File: config.mk
export PLATFORM = sky130hd
export DESIGN_NAME = ohta_cfg_regs
export DESIGN_NICKNAME = d
export VERILOG_FILES = /design/src/design/ohta_pkg.sv /design/src/design/ohta_cfg_regs.sv
export SDC_FILE = /design/constraint.sdc
export NUM_CORES = 1
export LEC_CHECK = 0
export ABC_AREA = 1
export BUFFER_PORTS_ARGS = -buffer_cell sky130_fd_sc_hd__buf_4
export CORE_MARGIN = 5
export CORE_UTILIZATION = 28
export CTS_CLUSTER_DIAMETER = 200
export DETAILED_ROUTE_END_ITERATION = 8
export GPL_ROUTABILITY_DRIVEN = 0
export GPL_TIMING_DRIVEN = 0
export PLACE_DENSITY = 0.54
export SYNTH_ARGS = -nofsm -noshare
export SYNTH_HDL_FRONTEND = slang
export SYNTH_SLANG_ARGS = --single-unit
export TNS_END_PERCENT = 20
File: constraint.sdc
create_clock -name clk -period 1 [get_ports clk]
set_clock_uncertainty 0.15 [all_clocks]
set_input_delay 0.05 -clock clk [delete_from_list [all_inputs] [get_ports clk]]
set_output_delay 0.05 -clock clk [all_outputs]
set_load 0.03 [all_outputs]
File: src/design/ohta_pkg.sv
// ohta_pkg: shared widths, register codes, reset values and helper functions
// for the ohta colour pixel classifier; no dependencies
`default_nettype none

package ohta_pkg;

  localparam int PIX_W   = 8;
  localparam int INT_W   = 10;
  localparam int THR_W   = 12;
  localparam int LIGHT_W = 10;
  localparam int EN_W    = 3;
  localparam int IDX_W   = 3;
  localparam int THR_N   = 6;
  localparam int D1_W    = PIX_W + 1;
  localparam int D2_W    = PIX_W + 2;
  localparam int D1SQ_W  = 2 * PIX_W;
  localparam int D2SQ_W  = 2 * PIX_W + 2;
  localparam int PROD_W  = THR_W + INT_W + 1;
  localparam int BSQ_W   = 42;
  localparam int SCALE_SH = 20;
  localparam int CMP_W   = 45;
  localparam int MASK_W  = 8;

  localparam logic [PIX_W-1:0] RG_DIFF_MAX_DEF = 8'd15;
  localparam logic [PIX_W-1:0] GB_DIFF_MAX_DEF = 8'd25;
  localparam logic [PIX_W-1:0] BR_DIFF_MAX_DEF = 8'd14;

  typedef enum logic [IDX_W-1:0] {
    REG_RED_P1_MIN        = 3'd0,
    REG_RED_P2_MAX        = 3'd1,
    REG_BLUE_P1_MAX       = 3'd2,
    REG_BLUE_P2_ABS_MAX   = 3'd3,
    REG_YELLOW_P1_MIN     = 3'd4,
    REG_YELLOW_P2_ABS_MAX = 3'd5,
    REG_LIGHT_MIN         = 3'd6,
    REG_COLOR_ENABLE      = 3'd7
  } ohta_reg_t;

  localparam int THR_RED_P1    = 0;
  localparam int THR_RED_P2    = 1;
  localparam int THR_BLUE_P1   = 2;
  localparam int THR_BLUE_P2   = 3;
  localparam int THR_YELLOW_P1 = 4;
  localparam int THR_YELLOW_P2 = 5;

  localparam int EN_RED    = 0;
  localparam int EN_BLUE   = 1;
  localparam int EN_YELLOW = 2;

  localparam logic [THR_W-1:0]   RST_RED_P1_MIN        = 12'd25;
  localparam logic [THR_W-1:0]   RST_RED_P2_MAX        = 12'hFE4;
  localparam logic [THR_W-1:0]   RST_BLUE_P1_MAX       = 12'hFD7;
  localparam logic [THR_W-1:0]   RST_BLUE_P2_ABS_MAX   = 12'd205;
  localparam logic [THR_W-1:0]   RST_YELLOW_P1_MIN     = 12'd73;
  localparam logic [THR_W-1:0]   RST_YELLOW_P2_ABS_MAX = 12'd28;
  localparam logic [LIGHT_W-1:0] RST_LIGHT_MIN         = 10'd100;
  localparam logic [EN_W-1:0]    RST_COLOR_ENABLE      = 3'd1;

  typedef struct packed {
    logic [THR_N-1:0][THR_W-1:0] thr;
    logic [LIGHT_W-1:0]          light_min;
    logic [EN_W-1:0]             enable;
  } ohta_cfg_t;

  typedef struct packed {
    logic gt;
    logic lt;
  } ohta_cmp_t;

  function automatic logic [BSQ_W-1:0] sq_prod(input logic signed [PROD_W-1:0] x);
    logic signed [2*PROD_W-1:0] f;
    f = x * x;
    return f[BSQ_W-1:0];
  endfunction

  // sign of a - b*sqrt(k) from the operand signs and the squared magnitudes
  function automatic ohta_cmp_t root_cmp(input logic a_neg, input logic a_zero,
                                         input logic b_neg, input logic b_zero,
                                         input logic gt_mag, input logic lt_mag);
    ohta_cmp_t c;
    logic      a_pos;
    logic      b_pos;
    a_pos = !a_neg && !a_zero;
    b_pos = !b_neg && !b_zero;
    c.gt  = 1'b0;
    c.lt  = 1'b0;
    if (!(a_zero && b_zero)) begin
      if (!a_neg && !b_pos) begin
        c.gt = 1'b1;
      end else if (!a_pos && !b_neg) begin
        c.lt = 1'b1;
      end else if (a_pos) begin
        c.gt = gt_mag;
        c.lt = lt_mag;
      end else begin
        c.gt = lt_mag;
        c.lt = gt_mag;
      end
    end
    return c;
  endfunction

endpackage

`default_nettype wire

File: src/design/ohta_cfg_regs.sv
// ohta_cfg_regs: threshold, light limit and colour enable registers
// depends on ohta_pkg
`default_nettype none

module ohta_cfg_regs
  import ohta_pkg::*;
(
  input  wire logic                clk,
  input  wire logic                rst,
  input  wire logic                cfg_valid,
  output logic                     cfg_ready,
  input  wire logic [IDX_W-1:0]    cfg_index,
  input  wire logic [THR_W-1:0]    cfg_data,
  output ohta_cfg_t                cfg
);

  assign cfg_ready = 1'b1;

  always_ff @(posedge clk) begin
    if (rst) begin
      cfg.thr[THR_RED_P1]    <= RST_RED_P1_MIN;
      cfg.thr[THR_RED_P2]    <= RST_RED_P2_MAX;
      cfg.thr[THR_BLUE_P1]   <= RST_BLUE_P1_MAX;
      cfg.thr[THR_BLUE_P2]   <= RST_BLUE_P2_ABS_MAX;
      cfg.thr[THR_YELLOW_P1] <= RST_YELLOW_P1_MIN;
      cfg.thr[THR_YELLOW_P2] <= RST_YELLOW_P2_ABS_MAX;
      cfg.light_min          <= RST_LIGHT_MIN;
      cfg.enable             <= RST_COLOR_ENABLE;
    end else if (cfg_valid) begin
      case (ohta_reg_t'(cfg_index))
        REG_RED_P1_MIN:        cfg.thr[THR_RED_P1]    <= cfg_data;
        REG_RED_P2_MAX:        cfg.thr[THR_RED_P2]    <= cfg_data;
        REG_BLUE_P1_MAX:       cfg.thr[THR_BLUE_P1]   <= cfg_data;
        REG_BLUE_P2_ABS_MAX:   cfg.thr[THR_BLUE_P2]   <= cfg_data;
        REG_YELLOW_P1_MIN:     cfg.thr[THR_YELLOW_P1] <= cfg_data;
        REG_YELLOW_P2_ABS_MAX: cfg.thr[THR_YELLOW_P2] <= cfg_data;
        REG_LIGHT_MIN:         cfg.light_min          <= cfg_data[LIGHT_W-1:0];
        REG_COLOR_ENABLE:      cfg.enable             <= cfg_data[EN_W-1:0];
        default: begin
        end
      endcase
    end
  end

endmodule

`default_nettype wire

-- After elaboration in Yosys (flattened, before gate mapping)
Index checks and enable logic that the tools add are counted.
- add/sub/neg operators: 0
- multiply operators: 0
- divide/modulo/power cells: 0
- order comparisons: 0
- equality and inequality tests: 7
- shift operators: 0
- muxes and demuxes: 0
- bitwise operators: 0
- reduce and logical (&&, ||, !) cells: 9
- operators by type and width (operator ; number):
    AND reduction 2 bit ; 8
    equality test 3 bit (second input constant) ; 4
    equality test 3 x 2 -> 1 bit (second input constant) ; 2
    equality test 3 x 1 -> 1 bit (second input constant) ; 1
    zero test 3 bit ; 1
- register bits after elaboration: 85
- bits in latches: 0
- RAM bits: 0
- ROM bits: 0
- bits of input ports: 18
- output and inout port bits: 86
- memories: 0

-- Longest topological paths before layout
- depth in word-level cells: 2
- gate-level depth with buffers: 6

-- Worst setup path after synthesis
OpenSTA, ideal clock, no wires.
- kind: input to register
- start point: in rst
- end point: reg cfg[37] (netlist name)
- library setup time: 0.130 ns
- arrival: 0.660 ns
- required time: 0.720 ns
- setup slack: 0.060 ns
- stages: 4
- path through: inv_1 -> buf_2 -> buf_1 -> nand3_1
- RTL lines (what ; line ; text):
    start: declaration ; ohta_cfg_regs.sv:9 ; input wire logic rst,
    end: declaration ; ohta_cfg_regs.sv:14 ; output ohta_cfg_t cfg
No word-level cell between the ends.

-- Final worst setup path
- start point: reg cfg[42] (netlist name)
- end point: out cfg[42] (netlist name)
No word-level cell between the ends.

==> results by group <==
Floorplanning
  – Row count: 39
  – Height of the die: 118.1 um
  – Initial Utilization: 28.65%
  – Total Die Area: 0.01395 mm^2
  – I/O pins: 104
  – Die Wd: 118.1 um
  – Core region area: 0.01142 mm^2

Cells and area
  – Synth-to-Final Area Change: 57.06%
  – Finished Layout Cells: 734
  – Top register by number of flip-flops: cfg
  – Ratio of cells with drive above 1 in the final layout: 39.42%
  – Diodes inserted: 0
  – Post-layout net count: 604
  – Utilization after layout: 45.00%
  – Largest register FFs: 85
  – Largest registers: cfg (85)

Yosys
  – YS warnings: 0
  – Area of the mapped netlist: 0.003272 mm^2
  – Syn Inst Count: 458
  – Top cells by area in the synthesized netlist: dfxtp_1 52%, nand2_1 15%, nand3_1 13%
  – Net count after synthesis: 476
  – Area share of the largest cell type after synthesis: 52.01%
  – Number of distinct standard cells referenced by the synthesized netlist: 14
  – Average size of a mapped cell: 7.144 um^2
  – Number of synthesized register bits: 85
  – Sequential-to-total area share from yosys stat: 52.01%
  – Largest area contributor in the netlist: dfxtp_1

Clock network
  – Worst-Skew Late Latency: 330 ps
  – Sink Count: 85
  – Clock-pin slew on the worst setup and hold paths: 60 ps
  – Deepest level of the CTS H-tree: 3
  – Number of setup buffers added after CTS: 0
  – TritonCTS clock tree: done
  – Clock Tree Root: clkbuf_16
  – Number of CTS-inserted buffers: 9
  – Maximum number of buffers from clock root to sink: 2

Worst setup path
  – Largest incremental delay on the critical path: 360 ps
  – Kind of end point of the critical path: output pin
  – Worst path required time: 800 ps
  – Buf+Inv Stages, Crit Path: 1
  – Gate family responsible for the most delay along the worst path: flip-flops
  – Highest fanout seen on the critical path: 2
  – Signal arrival time at the worst endpoint: 830 ps
  – Reg-to-reg slack, setup: 250 ps
  – Slowest stage cell, crit path: dfxtp_2
  – Kind of start point of the critical path: flip-flop
  – Endpoint of the worst register-to-register path: cfg[67]
  – Critical R2R Launch: cfg[67]
  – Cells along the critical path: buf_6
  – Type of the worst setup path: flip-flop to output pin
  – Worst Reg2Reg Path Length in Cells: 2

Global route
  – Initial antenna violation count: 0
  – First-pass GRT wire length: 17.64 mm
  – Largest net degree at the start of global routing: 14
  – Overflow left after global routing: 0
  – GR Util All Layers: 15.89%
  – Number of global-route vias before repair: 3372

Route
  – DR pass1 iterations: 4
  – Count of antenna-violating nets left after detailed routing: 0
  – Via density: 4.526
  – Routed length per instance: 15.21 um
  – DR vias: 3322
  – WL final: 11.16 mm
  – DRC viols: 0
  – Iter 0 DRT Violations: 163

Hold path
  – Number of cells on the worst hold path: 5
  – Hold Path Sink: cfg[73]
  – Class of the tightest hold or removal check: primary input to flip-flop
  – Hold Startpoint: cfg_index[1]

Timing
  – Setup repair after global routing missed its margin: yes
  – Peak clock frequency supported by timing: 0.9748 GHz
  – Shortest clock period the worst path allows after layout: 1026 ps
  – Final hold violations: 3
  – Worst Hold Slack: -22.19 ps
  – Final Setup Violations: 19
  – Crit share post-route: 102.6%
  – Slew at the pin closest to its max-slew limit: 512.2 ps
  – Final number of max-transition violations: 0
  – Slew margin rel.: 65.85%
  – Final critical-path setup slack: -25.82 ps

Pwr
  – Total power divided by cell area: 1617 mW/mm^2
  – Static leakage: 2.406 nW
  – Worst vdd rail ir drop: 0.6983 mV
  – Psw: 0.002100 W
  – Share of total power in sequential cells: 43.6%
  – Net switching fraction of the power: 25.26%
  – Clock power frac: 42.2%
  – Portion of total power attributed to combinational logic: 14.2%
  – Internal: 0.006211 W

Outcome
  – Violated checks: negative hold slack, negative setup slack
  – Outcome: finished, violations left

Run
  – Reported max-cap violation count: 0

Placement
  – Input/output buffers: 102
  – Total half-perimeter wirelength after legalization and detailed placement: 8.046 mm
  – Dpl cells: 703
## what timing repair did
action,4_1_cts,5_1_grt
hold buffers,15,1
resized for setup,171,12
endpoints found under the setup margin,95,116
endpoints found under the hold margin,42,5
cloned,0,0
## worst register-to-register path: cells and delay by family, from the launching register on
family | cells | cell delay (ps)
flip-flops | 1 | 320
AND/OR/NAND/NOR | 2 | 150
## cell usage in the layout (no fill, tap or decap)
master	n
buf_2	7
nor2_1	106
inv_1	14
dlygate4sd3_1	12
nor2_2	3
inv_2	5
buf_6	86
bufinv_16	1
nand3_1	83
clkbuf_16	9
nor2_4	1
clkinv_4	1
clkbuf_1	3
conb_1	1
clkbuf_8	4
buf_1	2
nand2_1	133
nand2_2	1
o21ai_1	1
buf_4	27
dfxtp_2	85
nand2_4	1
dlymetal6s4s_1	3
clkbuf_2	2
## power groups by stage
stage                     clock (W)  combinational [W]  sequential (W)
after CTS                   0.00359            0.00118         0.00362
after detailed placement          0            0.00105         0.00365
after global placement            0            0.00104         0.00365
final                       0.00351            0.00118         0.00362
after global routing        0.00372            0.00128         0.00363
after floorplan                   0           0.000391         0.00388
## kinds of logic (layout without fill, tap and decap cells)
kind of cell / Yosys count / in the layout / synth area share [%]
other: 1 / 1 / 0.1146
AO/OA/AOI/OAI: 1 / 1 / 0.1528
buffers and inverters: 43 / 176 / 6.462
flip-flops: 85 / 85 / 52.01
AND/OR/NAND/NOR: 328 / 328 / 41.26
## through the flow
stage	TNS [ps]	total power (W)	hold slack, ps	setup WS (ps)	instance area, um^2
5_1_grt	-1968	0.008637	11.29	-55.33	5139
6_report	-113.3	0.008311	-22.19	-25.82	5139
2_1_floorplan	0	0.004268	13.22	59.72	3272
3_5_place_dp	-18900	0.004701	126.9	-429.7	4217
3_3_place_gp	-16970	0.004690	121.3	-370.5	4217
4_1_cts	-795.0	0.008385	-34.31	-38.08	5116
## worst max-delay path by stage
stage            start      end  slack, ps  depth (start not counted)
4_1_cts        cfg[42]  cfg[42]        -40                          1
3_5_place_dp       rst  cfg[38]       -430                          5
3_3_place_gp       rst  cfg[30]       -370                          5
5_1_grt        cfg[42]  cfg[42]        -60                          1
2_1_floorplan      rst  cfg[37]         60                          4
6_report       cfg[42]  cfg[42]        -30                          1
## synthesized netlist by cell type (all sizes together)
cell / instances
nand2: 135
nor2: 110
dfxtp: 85
nand3: 83
buf: 21
inv: 19
clkbuf: 3
conb: 1
o21ai: 1
## routing by layer
layer	GRT usage, %	part of all wire, %	up-vias
met4	5.591	1.6	0
met5	0	0	-
met3	4.709	8.1	14
met1	19.85	43	1526
met2	26.02	47	100
li1	-	-	1682
## layout make-up
| type | count | area (um^2) |
|---|---|---|
| Buffer | 24 | 142.6 |
| Clock buffer | 14 | 284.0 |
| Clock inverter | 2 | 38.79 |
| Fill cell | 1185 | 6280 |
| Inverter | 19 | 71.32 |
| Multi-Input combinational cell | 330 | 1369 |
| Sequential cell | 85 | 1808 |
| Tap cell | 143 | 178.9 |
| Timing Repair Buffer | 117 | 1246 |
Note: power is estimated with default switching activity, not from simulation.
